## config.mk

```make
export PLATFORM = sky130hd
export DESIGN_NAME = link_reconnect_backoff_monitor_flat
export DESIGN_NICKNAME = d
export VERILOG_FILES = /design/src/hw/rtl/lrbm_pkg.sv /design/src/hw/rtl/lrbm_stream_if.sv /design/src/hw/rtl/lrbm_cfg_regs.sv /design/src/hw/rtl/lrbm_poll_logic.sv /design/src/hw/rtl/link_reconnect_backoff_monitor.sv /design/src/flat_wrapper.sv
export VERILOG_INCLUDE_DIRS = /design/src /design/src/hw/rtl
export SDC_FILE = /design/constraint.sdc
export NUM_CORES = 1
export LEC_CHECK = 0
export ABC_AREA = 0
export BUFFER_PORTS_ARGS = -buffer_cell sky130_fd_sc_hd__buf_2
export CAP_MARGIN = 30
export CORE_ASPECT_RATIO = 1.25
export CORE_MARGIN = 5
export CORE_UTILIZATION = 59
export CTS_CLUSTER_SIZE = 14
export DETAILED_ROUTE_END_ITERATION = 7
export GPL_TIMING_DRIVEN = 0
export PLACE_DENSITY = 0.85
export SYNTH_ARGS = -nofsm -noshare
export SYNTH_HDL_FRONTEND = slang
export SYNTH_SLANG_ARGS = --single-unit
```

## constraint.sdc

```tcl
create_clock -name clk -period 2.27 [get_ports clk]
set_input_delay 0.3405 -clock clk [delete_from_list [all_inputs] [get_ports clk]]
set_output_delay 0.3405 -clock clk [all_outputs]
set_load 0.02 [all_outputs]
```

## src/hw/rtl/link_reconnect_backoff_monitor_defines.svh

```systemverilog
// Assertion macros shared by the link reconnect backoff monitor RTL.
`ifndef LINK_RECONNECT_BACKOFF_MONITOR_DEFINES_SVH
`define LINK_RECONNECT_BACKOFF_MONITOR_DEFINES_SVH

// The condition holds at every clock edge outside reset.
`define LRBM_ASSERT_ALWAYS(label, clk, rst, cond, msg) \
  label: assert property (@(posedge clk) disable iff (rst) (cond)) else $error(msg);

// The consequent holds in the same cycle as the antecedent.
`define LRBM_ASSERT_IMPLY(label, clk, rst, ante, cons, msg) \
  label: assert property (@(posedge clk) disable iff (rst) (ante) |-> (cons)) else $error(msg);

// The consequent holds in the cycle after the antecedent.
`define LRBM_ASSERT_NEXT(label, clk, rst, ante, cons, msg) \
  label: assert property (@(posedge clk) disable iff (rst) (ante) |=> (cons)) else $error(msg);

`endif

```

## src/hw/rtl/lrbm_pkg.sv

```systemverilog
// Types and constants of the link reconnect backoff monitor.
`timescale 1ns / 1ps

package lrbm_pkg;

  localparam int unsigned REG_W  = 27;
  localparam int unsigned TIME_W = 32;

  localparam logic [REG_W-1:0] CHECK_INTERVAL_RESET = 27'd5000;
  localparam logic [REG_W-1:0] RETRY_MIN_RESET      = 27'd5000;
  localparam logic [REG_W-1:0] RETRY_MAX_RESET      = 27'd300000;

  typedef enum logic [1:0] {
    REG_CHECK_INTERVAL = 2'd0,
    REG_RETRY_MIN      = 2'd1,
    REG_RETRY_MAX      = 2'd2
  } reg_idx_t;

  typedef struct packed {
    logic [TIME_W-1:0] now_ms;
    logic              link_up;
    logic              has_credentials;
    logic              clear_stats;
  } poll_t;

  typedef struct packed {
    logic              checked;
    logic              reconnect_now;
    logic              link_gained;
    logic              link_lost;
    logic [REG_W-1:0]  retry_delay_ms;
    logic [TIME_W-1:0] disconnects;
    logic [TIME_W-1:0] uptime_ms;
    logic [TIME_W-1:0] downtime_ms;
    logic [TIME_W-1:0] last_loss_ms;
    logic [TIME_W-1:0] last_gain_ms;
  } result_t;

  typedef struct packed {
    logic [REG_W-1:0] check_interval_ms;
    logic [REG_W-1:0] retry_min_ms;
    logic [REG_W-1:0] retry_max_ms;
  } cfg_t;

  typedef struct packed {
    logic [TIME_W-1:0] last_check_time;
    logic [REG_W-1:0]  backoff_delay;
    logic              prev_link_up;
    logic [TIME_W-1:0] last_attempt_time;
    logic [TIME_W-1:0] up_span_start;
    logic              up_span_valid;
    logic [TIME_W-1:0] down_span_start;
    logic              down_span_valid;
    logic [TIME_W-1:0] uptime_total;
    logic [TIME_W-1:0] downtime_total;
    logic [TIME_W-1:0] loss_count;
    logic [TIME_W-1:0] loss_stamp;
    logic [TIME_W-1:0] gain_stamp;
  } state_t;

endpackage

```

## src/hw/rtl/lrbm_stream_if.sv

```systemverilog
// Valid/ready stream channel with a typed payload.
`timescale 1ns / 1ps

interface lrbm_stream_if #(
  parameter type T = logic
);
  logic valid;
  logic ready;
  T     data;

  modport source (output valid, output data, input ready);
  modport sink (input valid, input data, output ready);
endinterface

```

## src/hw/rtl/lrbm_cfg_regs.sv

```systemverilog
// APB-style configuration registers of the link reconnect backoff monitor.
`timescale 1ns / 1ps

module lrbm_cfg_regs
  import lrbm_pkg::*;
(
  input  logic        clk,
  input  logic        rst,
  input  logic        psel,
  input  logic        penable,
  input  logic        pwrite,
  input  logic [3:0]  paddr,
  input  logic [31:0] pwdata,
  output logic [31:0] prdata,
  output logic        pready,
  output cfg_t        cfg
);

  reg_idx_t idx;
  logic     wr_en;

  assign idx    = reg_idx_t'(paddr[3:2]);
  assign pready = 1'b1;
  assign wr_en  = psel && penable && pwrite;

  always_ff @(posedge clk) begin
    if (rst) begin
      cfg.check_interval_ms <= CHECK_INTERVAL_RESET;
      cfg.retry_min_ms      <= RETRY_MIN_RESET;
      cfg.retry_max_ms      <= RETRY_MAX_RESET;
    end else if (wr_en) begin
      case (idx)
        REG_CHECK_INTERVAL: cfg.check_interval_ms <= pwdata[REG_W-1:0];
        REG_RETRY_MIN:      cfg.retry_min_ms      <= pwdata[REG_W-1:0];
        REG_RETRY_MAX:      cfg.retry_max_ms      <= pwdata[REG_W-1:0];
        default: begin
        end
      endcase
    end
  end

  always_comb begin
    case (idx)
      REG_CHECK_INTERVAL: prdata = {5'd0, cfg.check_interval_ms};
      REG_RETRY_MIN:      prdata = {5'd0, cfg.retry_min_ms};
      REG_RETRY_MAX:      prdata = {5'd0, cfg.retry_max_ms};
      default:            prdata = 32'd0;
    endcase
  end

endmodule

```

## src/hw/rtl/lrbm_poll_logic.sv

```systemverilog
// Single-pass evaluation of one poll against the monitor state.
`timescale 1ns / 1ps

module lrbm_poll_logic
  import lrbm_pkg::*;
(
  input  poll_t   item,
  input  state_t  st,
  input  cfg_t    cfg,
  output state_t  st_next,
  output result_t res
);

  logic [TIME_W-1:0] now;
  logic [TIME_W-1:0] base_up;
  logic [TIME_W-1:0] base_down;
  logic [TIME_W-1:0] base_loss;
  logic [TIME_W-1:0] base_loss_stamp;
  logic [TIME_W-1:0] base_gain_stamp;
  logic              chk;
  logic              gained;
  logic              lost;
  logic              reconnect;
  logic [REG_W:0]    doubled;
  logic [REG_W-1:0]  backoff_sat;
  logic [TIME_W-1:0] up_add;
  logic [TIME_W-1:0] down_add;

  assign now = item.now_ms;

  always_comb begin
    base_up         = item.clear_stats ? '0 : st.uptime_total;
    base_down       = item.clear_stats ? '0 : st.downtime_total;
    base_loss       = item.clear_stats ? '0 : st.loss_count;
    base_loss_stamp = item.clear_stats ? '0 : st.loss_stamp;
    base_gain_stamp = item.clear_stats ? '0 : st.gain_stamp;

    chk    = (now - st.last_check_time) >= {5'd0, cfg.check_interval_ms};
    gained = chk && item.link_up && !st.prev_link_up;
    lost   = chk && !item.link_up && st.prev_link_up;

    // A gain forces the link up, so the reconnect test can use the stored delay.
    reconnect = chk && !item.link_up && item.has_credentials &&
                ((now - st.last_attempt_time) >= {5'd0, st.backoff_delay});
    doubled     = {st.backoff_delay, 1'b0};
    backoff_sat = (doubled < {1'b0, cfg.retry_max_ms}) ? doubled[REG_W-1:0]
                                                       : cfg.retry_max_ms;

    st_next                   = st;
    st_next.last_check_time   = chk ? now : st.last_check_time;
    st_next.prev_link_up      = chk ? item.link_up : st.prev_link_up;
    st_next.last_attempt_time = reconnect ? now : st.last_attempt_time;
    st_next.backoff_delay     = gained    ? cfg.retry_min_ms :
                                reconnect ? backoff_sat : st.backoff_delay;

    st_next.downtime_total = base_down +
                             ((gained && st.down_span_valid) ? now - st.down_span_start : '0);
    st_next.uptime_total   = base_up +
                             ((lost && st.up_span_valid) ? now - st.up_span_start : '0);
    st_next.loss_count     = base_loss + {31'd0, lost};
    st_next.loss_stamp     = lost ? now : base_loss_stamp;
    st_next.gain_stamp     = gained ? now : base_gain_stamp;

    st_next.up_span_valid   = gained ? 1'b1 : (lost ? 1'b0 : st.up_span_valid);
    st_next.up_span_start   = gained ? now : st.up_span_start;
    st_next.down_span_valid = lost ? 1'b1 : (gained ? 1'b0 : st.down_span_valid);
    st_next.down_span_start = lost ? now : st.down_span_start;

    up_add   = (st_next.prev_link_up && st_next.up_span_valid) ?
               now - st_next.up_span_start : '0;
    down_add = (!st_next.prev_link_up && st_next.down_span_valid) ?
               now - st_next.down_span_start : '0;

    res.checked        = chk;
    res.reconnect_now  = reconnect;
    res.link_gained    = gained;
    res.link_lost      = lost;
    res.retry_delay_ms = st_next.backoff_delay;
    res.disconnects    = st_next.loss_count;
    res.uptime_ms      = st_next.uptime_total + up_add;
    res.downtime_ms    = st_next.downtime_total + down_add;
    res.last_loss_ms   = st_next.loss_stamp;
    res.last_gain_ms   = st_next.gain_stamp;
  end

endmodule

```

## src/hw/rtl/link_reconnect_backoff_monitor.sv

```systemverilog
// Link monitor that tracks up and down time and paces reconnects with exponential backoff.
//
// Each poll transfer carries a timestamp and the link, credentials and clear flags; each poll
// produces one result transfer with the event flags and the live statistics. The block takes
// one poll per clock cycle while the result is not stalled: the poll is held in an input register,
// evaluated in one pass of compare, add and shift logic against the running state registers,
// and the result is held in an output register. A stalled result holds off the next poll
// once the input register is full. Configuration is written through the APB port at byte
// addresses 0 (check interval), 4 (minimum retry delay) and 8 (maximum retry delay) and
// should only be changed while no polls are in flight.
`timescale 1ns / 1ps
`include "link_reconnect_backoff_monitor_defines.svh"

module link_reconnect_backoff_monitor
  import lrbm_pkg::*;
(
  input  logic          clk,
  input  logic          rst,
  lrbm_stream_if.sink   poll,
  lrbm_stream_if.source result,
  input  logic          psel,
  input  logic          penable,
  input  logic          pwrite,
  input  logic [3:0]    paddr,
  input  logic [31:0]   pwdata,
  output logic [31:0]   prdata,
  output logic          pready
);

  cfg_t    cfg;
  state_t  st;
  state_t  st_next;
  result_t res_c;
  poll_t   p1;
  result_t r2;
  logic    v1;
  logic    v2;
  logic    adv;
  logic    take;
  logic    move;

  lrbm_cfg_regs u_cfg_regs (
    .clk     (clk),
    .rst     (rst),
    .psel    (psel),
    .penable (penable),
    .pwrite  (pwrite),
    .paddr   (paddr),
    .pwdata  (pwdata),
    .prdata  (prdata),
    .pready  (pready),
    .cfg     (cfg)
  );

  lrbm_poll_logic u_poll_logic (
    .item    (p1),
    .st      (st),
    .cfg     (cfg),
    .st_next (st_next),
    .res     (res_c)
  );

  assign adv          = !v2 || result.ready;
  assign poll.ready   = !v1 || adv;
  assign take         = poll.valid && poll.ready;
  assign move         = v1 && adv;
  assign result.valid = v2;
  assign result.data  = r2;

  always_ff @(posedge clk) begin
    if (rst) begin
      v1 <= 1'b0;
      v2 <= 1'b0;
      st <= '{last_check_time:   '0,
              backoff_delay:     RETRY_MIN_RESET,
              prev_link_up:      1'b0,
              last_attempt_time: '0,
              up_span_start:     '0,
              up_span_valid:     1'b0,
              down_span_start:   '0,
              down_span_valid:   1'b0,
              uptime_total:      '0,
              downtime_total:    '0,
              loss_count:        '0,
              loss_stamp:        '0,
              gain_stamp:        '0};
    end else begin
      if (poll.ready) begin
        v1 <= poll.valid;
      end
      if (adv) begin
        v2 <= v1;
      end
      if (move) begin
        st <= st_next;
      end
    end
  end

  always_ff @(posedge clk) begin
    if (take) begin
      p1 <= poll.data;
    end
    if (move) begin
      r2 <= res_c;
    end
  end

  `LRBM_ASSERT_ALWAYS(a_one_open_span, clk, rst, !(st.up_span_valid && st.down_span_valid), "both spans open")
  `LRBM_ASSERT_IMPLY(a_up_span_link, clk, rst, st.up_span_valid, st.prev_link_up, "up span open while link down")
  `LRBM_ASSERT_NEXT(a_gain_sets_link, clk, rst, move && res_c.link_gained, st.prev_link_up && st.up_span_valid, "gain not recorded")
  `LRBM_ASSERT_NEXT(a_stalled_poll_held, clk, rst, v1 && !adv, v1, "held poll dropped")

endmodule
```

## src/flat_wrapper.sv

```systemverilog
// flat-port wrapper written by rule: the top's interface ports become plain ports
module link_reconnect_backoff_monitor_flat import lrbm_pkg::*;
  (clk, rst, psel, penable, pwrite, paddr, pwdata, prdata, pready, poll_valid, poll_data, poll_ready, result_valid, result_data, result_ready);
  lrbm_stream_if poll_i ();
  lrbm_stream_if result_i ();
  input  logic clk;
  input  logic rst;
  input  logic psel;
  input  logic penable;
  input  logic pwrite;
  input  logic [3:0] paddr;
  input  logic [31:0] pwdata;
  output logic [31:0] prdata;
  output logic pready;
  input wire logic [$bits(poll_i.valid)-1:0] poll_valid;
  input wire logic [$bits(poll_i.data)-1:0] poll_data;
  output wire logic [$bits(poll_i.ready)-1:0] poll_ready;
  output wire logic [$bits(result_i.valid)-1:0] result_valid;
  output wire logic [$bits(result_i.data)-1:0] result_data;
  input wire logic [$bits(result_i.ready)-1:0] result_ready;
  assign poll_i.valid = poll_valid;
  assign poll_i.data = poll_data;
  assign poll_ready = poll_i.ready;
  assign result_valid = result_i.valid;
  assign result_data = result_i.data;
  assign result_i.ready = result_ready;
  link_reconnect_backoff_monitor u_core (.clk(clk), .rst(rst), .poll(poll_i), .result(result_i), .psel(psel), .penable(penable), .pwrite(pwrite), .paddr(paddr), .pwdata(pwdata), .prdata(prdata), .pready(pready));
endmodule
```

==> key figures, run 1 <==
Timing
  • Unrepaired setup endpoints after global routing: no
  • Skew final: 0.000174 ns
  • Period minus WS final: 2.15 ns
  • Max Slew Vio Count: 0
  • Worst-Margin Slew: 0.545 ns
  • Slew margin rel.: 0.636
  • Endpoints failing hold: 0
  • Setup Viol. Count Final: 0
  • Fin Setup TNS: 0 ns
  • Fmax: 465 MHz
  • Tcrit/Tclk final: 0.947

Logic synthesis
  • Largest family of logic cells by synthesized area: multiplexers
  • Post-synthesis mux area share: 0.268
  • Seq/Total Area, Yosys: 0.431
  • Cell count after synthesis: 418
  • Synth warnings: 0
  • Yosys reg bits: 86
  • Async SR Flop Fraction: 0
  • Most common cell in the synthesized netlist: mux2i_1
  • Syn avg cell area: 9.66 sq um
  • Mapped cell area: 4040 sq um
  • Yosys top cell area share: 0.416
  • Area leader, netlist: dfxtp_1
  • Distinct cells, synth: 22
  • Adder-Cell Fraction of Synth Area: 0
  • Synth Area in Compound Gates: 0.0372
  • Post-synth EDFFs: 2
  • Simple-Gate Fraction of Synth Area: 0.208
  • Post-synth top cells: mux2i_1, nand2b_1, dfxtp_1
  • Area contributors post-synth: dfxtp_1, mux2i_1, nand2b_1, o21ai_0, nor2_1
  • Ys flop type: dfxtp_1
  • Synth Area in XOR/XNOR: 0

Die
  • Io pins: 80
  • Die X: 84.0 um
  • Die H: 102 um
  • Die Area: 8610 sq um
  • Starting Density: 0.611
  • Total core area: 6610 sq um
  • Cell Rows: 33

Worst hold path
  • HP Class: in -> reg

Setup path
  • Crit path kind: in -> out
  • Required time worst endpoint: 1.93 ns
  • Worst Path Arrival: 1.81 ns
  • CP Launch Type: primary input
  • Crit Path Max Fanout: 10
  • Setup crit end kind: output port

CTS
  • CTS H-tree lvls: 3
  • Setup bufs post-CTS: 0
  • CTS Sinks: 86
  • Clock tree buffer depth: 2
  • CTS Buf Count: 9
  • Worst-Skew Late Latency: 0.35 ns
  • CTS root buf: clkbuf_8
  • Post-CTS resize count: 0
  • CTS Hold Bufs: 0
  • Clock transition at path regs: 0.09 ns
  • CTS tree: built

Global routing
  • Vias in the first global route: 3241
  • First-pass GRT wire length: 14.9 mm
  • Total GRT Usage: 0.219
  • GRT overflow: 0
  • Antenna violations before repair: 0
  • Largest net degree at the start of global routing: 16

Route
  • DRC viols: 0
  • Vias per inst: 5.27
  • Vias: 3110
  • 1st-pass router iterations: 4
  • WL/cell: 15.5 um
  • WL final: 9.16 mm
  • Detail Route Antenna Nets: 0
  • Iteration-0 DRC Markers: 164

Outcome
  • Status: completed

Pwr
  • Power density over the cells: 636 nW/um^2
  • Worst IR Drop VDD: 543 uV
  • Lkg Pwr: 2.20 nW

Flow run
  • Max cap viols: 0

Place
  • Post-DP HPWL: 6.52 mm
  • GP Congestion: 0.797
  • Placed instance area: 4490 sq um
  • Buffers on Ports: 65

Finish
  • Area delta synth->final: 16.5%
  • Diode count: 0
  • Finished Cell Area: 4700 sq um
  • # nets final: 542
  • Layout cells sized above 1: 0.211
  • FILL cells: 510
  • Final Core Density: 0.712
## per-layer routing
| metal | GRT usage | part of all wire | routed length (um) | up-vias |
|---|---|---|---|---|
| li1 | - | - | - | 1539 |
| met1 | 0.255 | 0.43 | 3940 | 1487 |
| met2 | 0.397 | 0.52 | 4740 | 73 |
| met3 | 0.0432 | 0.038 | 350 | 11 |
| met4 | 0.0928 | 0.014 | 127 | 0 |
| met5 | 0 | 0 | 0 | - |
## registers in the layout, indices dropped and copies added, names as in the netlist
name,count
u_core.result.valid,1
u_core.v1,1
u_core.p1,1
u_core.u_cfg_regs.cfg,81
u_core.result.data,1
u_core.st,1
## layout by cell type (no fill, tap or decap), types with 2 or more instances in the layout
cell,instances
buf_6,3
clkbuf_8,9
nand2b_1,87
edfxtp_1,2
clkbuf_1,13
conb_1,6
bufinv_16,2
clkinv_4,2
a21oi_1,3
buf_2,73
buf_4,12
dfxtp_1,84
clkinv_2,2
o21ai_0,27
mux2i_1,108
nand2_1,28
nor2_1,29
nor2b_1,4
## final cells by class
cell class | instances | area [sq um] | area share
clock inverters | 6 | 87.6 | 0.0186
repair buffers | 65 | 325 | 0.0692
flip-flops and latches | 86 | 1740 | 0.370
clock buffers | 10 | 128 | 0.0271
well taps | 87 | 109 | 0.0231
multi-input cells | 299 | 2090 | 0.445
inverters | 1 | 3.75 | 0.000798
plain buffers | 36 | 214 | 0.0455
## per-stage QoR
stage | power (mW) | instances | setup slack [ns] | hold WS [ns]
floorplan | 1.77 | 422 | 0.568 | 0.422
global placement | 1.86 | 574 | 0.217 | 0.428
detailed placement | 1.87 | 574 | 0.166 | 0.436
CTS | 3.01 | 590 | 0.161 | 0.151
global route | 3.11 | 590 | 0.0248 | 0.160
finish | 2.99 | 590 | 0.121 | 0.167
## cell families (layout without fill, tap and decap cells)
logic type | Yosys count | after routing
DFF | 86 | 86
muxes | 108 | 108
buffers and inverters | 37 | 118
and+or+nand+nor | 155 | 155
other | 2 | 6
AOI/OAI and AO/OA | 30 | 30
## worst paths after layout
check | startpoint | slack, ns | end | depth (start not counted)
setup / recovery | paddr[3] | 0.12 | prdata[18] | 7
hold / removal | poll_data | 0.17 | u_core.p1[0] | 1
setup reg to reg | u_core.result.valid | 1.35 | u_core.result.data | 2
hold reg to reg | u_core.p1[0] | 0.45 | u_core.st[0] | 1
## critical path, stage by stage
cell and delay [ns]:
buf_2 0.14, nor2b_1 0.13, buf_2 0.25, clkbuf_1 0.47
nand2_1 0.10, o21ai_0 0.14, buf_2 0.23
## power breakdown
| part | internal [mW] | switching, mW |
|---|---|---|
| Sequential | 1.54 | 0.0113 |
| Combinational | 0.121 | 0.170 |
| Clock | 0.620 | 0.535 |
Power figures use the tool's default switching activity.
==> inputs of run 2 (changes only) <==
Settings changed: ABC_AREA 0 to 1.
==> key figures, run 2 <==
Timing
  • Endpoints failing hold: 0 (unchanged)
  • Max Slew Vio Count: 0 (unchanged)
  • Skew final: 0.00725 ns (was 0.000174 ns)
  • Fmax: 517 MHz (was 465 MHz)
  • Unrepaired setup endpoints after global routing: no (unchanged)
  • Tcrit/Tclk final: 0.851 (was 0.947)
  • Slew margin rel.: 0.600 (was 0.636)
  • Worst-Margin Slew: 0.600 ns (was 0.545 ns)
  • Setup Viol. Count Final: 0 (unchanged)
  • Fin Setup TNS: 0 ns (unchanged)
  • Period minus WS final: 1.93 ns (was 2.15 ns)
  • Fin Hold WS: 0.176 ns (was 0.167 ns)

Die
  • Starting Density: 0.600 (was 0.611)
  • Cell Rows: 33 (unchanged)
  • Io pins: 80 (unchanged)
  • Die X: 82.9 um (was 84.0 um)
  • Total core area: 6520 sq um (was 6610 sq um)
  • Die Area: 8380 sq um (was 8610 sq um)
  • Die H: 101 um (was 102 um)

Finish
  • Most frequent cells in the layout: nand2_1, nor2_1, nand3_1, dfxtp_1, buf_2 (was mux2i_1, nand2b_1, dfxtp_1, buf_2, nor2_1)
  • Number of flip-flops in the largest register: 81 (unchanged)
  • Reg area: 1740 sq um (unchanged)
  • # nets final: 726 (was 542)
  • Area of the multi-input gates: 1840 sq um (was 2090 sq um)
  • Layout cells sized above 1: 0.164 (was 0.211)
  • Non-Filler Instances: 771 (was 590)
  • Diode count: 0 (unchanged)
  • FILL cells: 619 (was 510)
  • Commonest non-fill, non-tap cell in the layout: nand2_1 (was mux2i_1)
  • Reg with most FFs: u_core.u_cfg_regs.cfg (unchanged)
  • Area delta synth->final: 16.5% (about the same)

Logic synthesis
  • Yosys reg bits: 86 (unchanged)
  • Mapped cell area: 3920 sq um (was 4040 sq um)
  • Async SR Flop Fraction: 0 (unchanged)
  • Yosys top cell area share: 0.429 (was 0.416)
  • Ys flop type: dfxtp_1 (unchanged)
  • Most common cell in the synthesized netlist: nand2_1 (was mux2i_1)
  • Area leader, netlist: dfxtp_1 (unchanged)
  • Post-synth EDFFs: 2 (unchanged)
  • Post-synth top cells: nand2_1, nor2_1, nand3_1 (was mux2i_1, nand2b_1, dfxtp_1)
  • Synth warnings: 0 (unchanged)
  • Seq/Total Area, Yosys: 0.445 (was 0.431)
  • Area contributors post-synth: dfxtp_1, nand2_1, nand3_1, nor2_1, buf_4 (was dfxtp_1, mux2i_1, nand2b_1, o21ai_0, nor2_1)
  • Syn avg cell area: 6.52 sq um (was 9.66 sq um)
  • Distinct cells, synth: 16 (was 22)
  • Cell count after synthesis: 601 (was 418)

Outcome
  • Status: completed (unchanged)

Place
  • Placed cell count: 758 (was 574)
  • Buffers on Ports: 66 (was 65)
  • Post-DP HPWL: 7.27 mm (was 6.52 mm)
  • GP Congestion: 0.862 (was 0.797)

Global routing
  • GRT overflow: 0 (unchanged)
  • Grt peak-use layer: met2 (unchanged)
  • First-pass GRT wire length: 17.4 mm (was 14.9 mm)
  • Largest net degree at the start of global routing: 13 (was 16)
  • Met1 usage: 0.308 (was 0.255)
  • Total GRT Usage: 0.260 (was 0.219)
  • Antenna violations before repair: 0 (unchanged)
  • Vias in the first global route: 3823 (was 3241)
  • Met3 Use GR: 0.0540 (was 0.0432)
  • GRT met2 Usage: 0.446 (was 0.397)

Setup path
  • R2R Setup Slk: 1.41 ns (was 1.35 ns)
  • Worst R2R Path Depth: 3 (was 2)
  • Required time worst endpoint: 1.93 ns (about the same)
  • Crit Path Max Fanout: 10 (unchanged)
  • FF-to-FF Start: u_core.result.valid (unchanged)
  • Crit path kind: in -> out (unchanged)
  • Worst Path Arrival: 1.59 ns (was 1.81 ns)
  • Setup crit end kind: output port (unchanged)
  • Crit Reg-Reg Endpoint: u_core.p1[0] (was u_core.result.data)
  • CP Launch Type: primary input (unchanged)

CTS
  • Setup bufs post-CTS: 0 (unchanged)
  • CTS Buf Count: 9 (unchanged)
  • Post-CTS resize count: 0 (unchanged)
  • CTS root buf: clkbuf_8 (unchanged)
  • CTS H-tree lvls: 3 (unchanged)
  • CTS tree: built (unchanged)
  • CTS Sinks: 86 (unchanged)
  • Worst-Skew Late Latency: 0.35 ns (about the same)
  • Clock transition at path regs: 0.08 ns (was 0.09 ns)
  • CTS Hold Bufs: 0 (unchanged)
  • Clock tree buffer depth: 2 (unchanged)

Route
  • WL final: 10.6 mm (was 9.16 mm)
  • Iteration-0 DRC Markers: 395 (was 164)
  • WL/cell: 13.8 um (was 15.5 um)
  • Vias: 4064 (was 3110)
  • Vias per inst: 5.27 (about the same)
  • Detail Route Antenna Nets: 0 (unchanged)
  • DRC viols: 0 (unchanged)
  • 1st-pass router iterations: 5 (was 4)

Flow run
  • Max cap viols: 0 (unchanged)

Pwr
  • Worst IR Drop VDD: 446 uV (was 543 uV)
  • Power density over the cells: 663 nW/um^2 (was 636 nW/um^2)
  • Tot Pwr: 3.03 mW (was 2.99 mW)
  • Lkg Pwr: 2.24 nW (was 2.20 nW)

Worst hold path
  • Worst Hold Depth: 1 (unchanged)
  • HP Class: in -> reg (unchanged)
  • Hold path start: poll_data (unchanged)
  • Worst Hold Endpoint: u_core.p1[0] (unchanged)
## run 2: cell count changes after synthesis, moves of 4 or more
cell,before,now
nor2b_1,4,0
buf_2,8,12
o21ai_0,27,0
nand2_1,28,192
nand2b_1,87,0
nor2_1,29,131
nand3_1,1,109
inv_1,1,29
buf_1,0,5
mux2i_1,108,0
## run 2: cell families after synthesis
group	synth area share
AO/OA/AOI/OAI	0.00256
buffers and inverters	0.0891
other	0.00192
AND/OR/NAND/NOR	0.462
flip-flops	0.445
## run 2: worst max-delay path by stage
stage	slack (ns)	end	depth (start not counted)	from
detailed placement	0.33	prdata[10]	6	paddr[3]
CTS	0.33	prdata[10]	6	paddr[3]
global placement	0.36	prdata[10]	6	paddr[3]
finish	0.34	prdata[26]	7	paddr[2]
global route	0.24	prdata[10]	6	paddr[3]
floorplan	0.86	prdata[0]	4	paddr[3]
## run 2: cell type report
| type | count | share of cell area |
|---|---|---|
| multi-input cells | 445 | 0.403 |
| clock inverters | 2 | 0.0132 |
| well taps | 87 | 0.0239 |
| inverters | 32 | 0.0263 |
| plain buffers | 42 | 0.0502 |
| repair buffers | 66 | 0.0724 |
| flip-flops and latches | 86 | 0.382 |
| clock buffers | 11 | 0.0288 |
## run 2: report_power, final
group | total, mW | internal [mW] | switching, mW
Sequential | 1.57 | 1.55 | 0.0175
Clock | 1.10 | 0.603 | 0.495
Combinational | 0.362 | 0.117 | 0.245
## run 2: metrics by stage
stage	setup WS, ns	cell area, sq um	util
after global routing	0.242	4560	0.699
final	0.338	4560	0.699
after CTS	0.335	4560	0.699
after global placement	0.360	4370	0.670
after detailed placement	0.332	4370	0.670
after floorplan	0.860	3930	-
## run 2: critical path: stages
cell and delay, ns:
buf_2 0.14, inv_2 0.06, nor2_2 0.15, clkbuf_1 0.50
nand2_1 0.13, nand3_1 0.12, buf_2 0.16
## run 2: routing by layer
layer / vias up / share of wire
li1: 2005 / -
met1: 1859 / 0.40
met2: 173 / 0.50
met3: 27 / 0.076
met4: 0 / 0.024
met5: - / 0
==> inputs of run 3 (changes only) <==
Settings changed: CORE_UTILIZATION 59 to 35, PLACE_DENSITY 0.85 to not set.
==> key figures, run 3 (synthesized netlist as in run 2, its figures left out) <==
CTS
  • Clock tree buffer depth: 2 (unchanged)
  • Setup bufs post-CTS: 0 (unchanged)
  • CTS tree: built (unchanged)
  • Worst-Skew Late Latency: 0.34 ns (was 0.35 ns)
  • Clock transition at path regs: 0.06 ns (was 0.08 ns)
  • CTS root buf: clkbuf_16 (was clkbuf_8)
  • CTS H-tree lvls: 3 (unchanged)
  • CTS Buf Count: 9 (unchanged)
  • CTS Sinks: 86 (unchanged)
  • Post-CTS resize count: 0 (unchanged)
  • CTS Hold Bufs: 0 (unchanged)

Route
  • WL/cell: 14.0 um (was 13.8 um)
  • Iteration-0 DRC Markers: 208 (was 395)
  • Detail Route Antenna Nets: 0 (unchanged)
  • Vias: 3848 (was 4064)
  • WL final: 11.5 mm (was 10.6 mm)
  • Vias per inst: 4.68 (was 5.27)
  • DRC viols: 0 (unchanged)
  • 1st-pass router iterations: 4 (was 5)

Die
  • Io pins: 80 (unchanged)
  • Total core area: 11000 sq um (was 6520 sq um)
  • Die H: 128 um (was 101 um)
  • Cell Rows: 43 (was 33)
  • Die X: 105 um (was 82.9 um)
  • Die Area: 13400 sq um (was 8380 sq um)
  • Starting Density: 0.355 (was 0.600)

Pwr
  • Power density over the cells: 752 nW/um^2 (was 663 nW/um^2)
  • Clock share of power: 0.461 (was 0.363)
  • Net Sw Frac: 0.247 (was 0.251)
  • Reg power frac: 0.438 (was 0.517)
  • P_sw: 0.883 mW (was 0.758 mW)
  • P_int: 2.70 mW (was 2.27 mW)
  • Lkg Pwr: 2.31 nW (was 2.24 nW)
  • Worst IR Drop VDD: 404 uV (was 446 uV)
  • Combinational fraction of design power: 0.101 (was 0.120)

Setup path
  • Setup crit end kind: output port (unchanged)
  • Required time worst endpoint: 1.93 ns (about the same)
  • CP Launch Type: primary input (unchanged)
  • Crit Path Max Fanout: 10 (unchanged)
  • Worst Path Arrival: 1.62 ns (was 1.59 ns)
  • Crit path kind: in -> out (unchanged)

Finish
  • # nets final: 726 (unchanged)
  • Number of flip-flops in the largest register: 81 (unchanged)
  • FILL cells: 1199 (was 619)
  • Reg with most FFs: u_core.u_cfg_regs.cfg (unchanged)
  • Commonest non-fill, non-tap cell in the layout: nand2_1 (unchanged)
  • Layout cells sized above 1: 0.169 (was 0.164)
  • Diode count: 0 (unchanged)
  • Most frequent cells in the layout: nand2_1, nor2_1, nand3_1, dfxtp_1, buf_2 (unchanged)
  • Finished Cell Area: 4760 sq um (was 4560 sq um)
  • Final Core Density: 0.432 (was 0.699)
  • Area delta synth->final: 21.6% (was 16.5%)

Place
  • Placed instance area: 4430 sq um (was 4370 sq um)
  • Dpl ws: 0.275 ns (was 0.332 ns)
  • Buffers on Ports: 66 (unchanged)
  • Post-DP HPWL: 8.10 mm (was 7.27 mm)
  • GP Congestion: 0.809 (was 0.862)

Timing
  • Worst-Margin Slew: 0.592 ns (was 0.600 ns)
  • Fmax: 511 MHz (was 517 MHz)
  • Final worst slack: 0.313 ns (was 0.338 ns)
  • Max Slew Vio Count: 0 (unchanged)
  • Fin Hold WS: 0.173 ns (was 0.176 ns)
  • Setup Viol. Count Final: 0 (unchanged)
  • Unrepaired setup endpoints after global routing: no (unchanged)
  • Slew margin rel.: 0.605 (was 0.600)
  • Period minus WS final: 1.96 ns (was 1.93 ns)
  • Endpoints failing hold: 0 (unchanged)
  • Fin Setup TNS: 0 ns (unchanged)
  • Skew final: 0.00302 ns (was 0.00725 ns)
  • Tcrit/Tclk final: 0.862 (was 0.851)

Global routing
  • Largest net degree at the start of global routing: 15 (was 13)
  • Total GRT Usage: 0.173 (was 0.260)
  • First-pass GRT wire length: 18.5 mm (was 17.4 mm)
  • GRT overflow: 0 (unchanged)
  • Vias in the first global route: 3764 (was 3823)
  • Antenna violations before repair: 0 (unchanged)

Flow run
  • Max cap viols: 0 (unchanged)

Outcome
  • Status: completed (unchanged)

Worst hold path
  • HP Class: in -> reg (unchanged)
run 3: path summary, 6_finish.rpt:
| path | startpoint | to | slack (ns) | cells after the start |
|---|---|---|---|---|
| setup / recovery | paddr[3] | prdata[10] | 0.31 | 6 |
| hold / removal | poll_data | u_core.p1[0] | 0.17 | 1 |
| setup reg to reg | u_core.result.valid | u_core.p1[0] | 1.40 | 3 |
| hold reg to reg | u_core.u_cfg_regs.cfg[63] | u_core.u_cfg_regs.cfg[63] | 0.46 | 2 |
run 3: layout make-up:
cell class,count,area [sq um],area share
Timing Repair Buffer,66,330,0.0693
Clock inverter,5,78.8,0.0165
Inverter,32,120,0.0252
Multi-Input combinational cell,445,1840,0.386
Buffer,42,229,0.0481
Clock buffer,11,254,0.0533
Tap cell,135,169,0.0355
Sequential cell,86,1740,0.366
run 3: power groups by stage:
stage / clock network [mW] / registers (mW) / logic, mW
detailed placement: 0 / 1.60 / 0.366
global route: 1.73 / 1.57 / 0.407
global placement: 0 / 1.60 / 0.361
finish: 1.65 / 1.57 / 0.363
CTS: 1.67 / 1.57 / 0.367
floorplan: 0 / 1.60 / 0.232
run 3: through the flow:
stage          instances  power [mW]
5_1_grt              822        3.71
2_1_floorplan        605        1.83
3_5_place_dp         806        1.97
4_1_cts              822        3.60
6_report             822        3.58
3_3_place_gp         806        1.96
run 3: layer usage:
| metal | up-vias | global-route usage | wire length (um) |
|---|---|---|---|
| met2 | 113 | 0.307 | 5620 |
| met1 | 1711 | 0.209 | 4930 |
| li1 | 2011 | - | - |
| met4 | 0 | 0.0542 | 185 |
| met3 | 13 | 0.0373 | 764 |
| met5 | - | 0 | 0 |
run 3: worst max-delay path, cell delays in order:
cell and delay, ns:
buf_2 0.14, nor2_1 0.23, clkbuf_1 0.47, nand2_1 0.11
nand3_1 0.15, buf_2 0.18
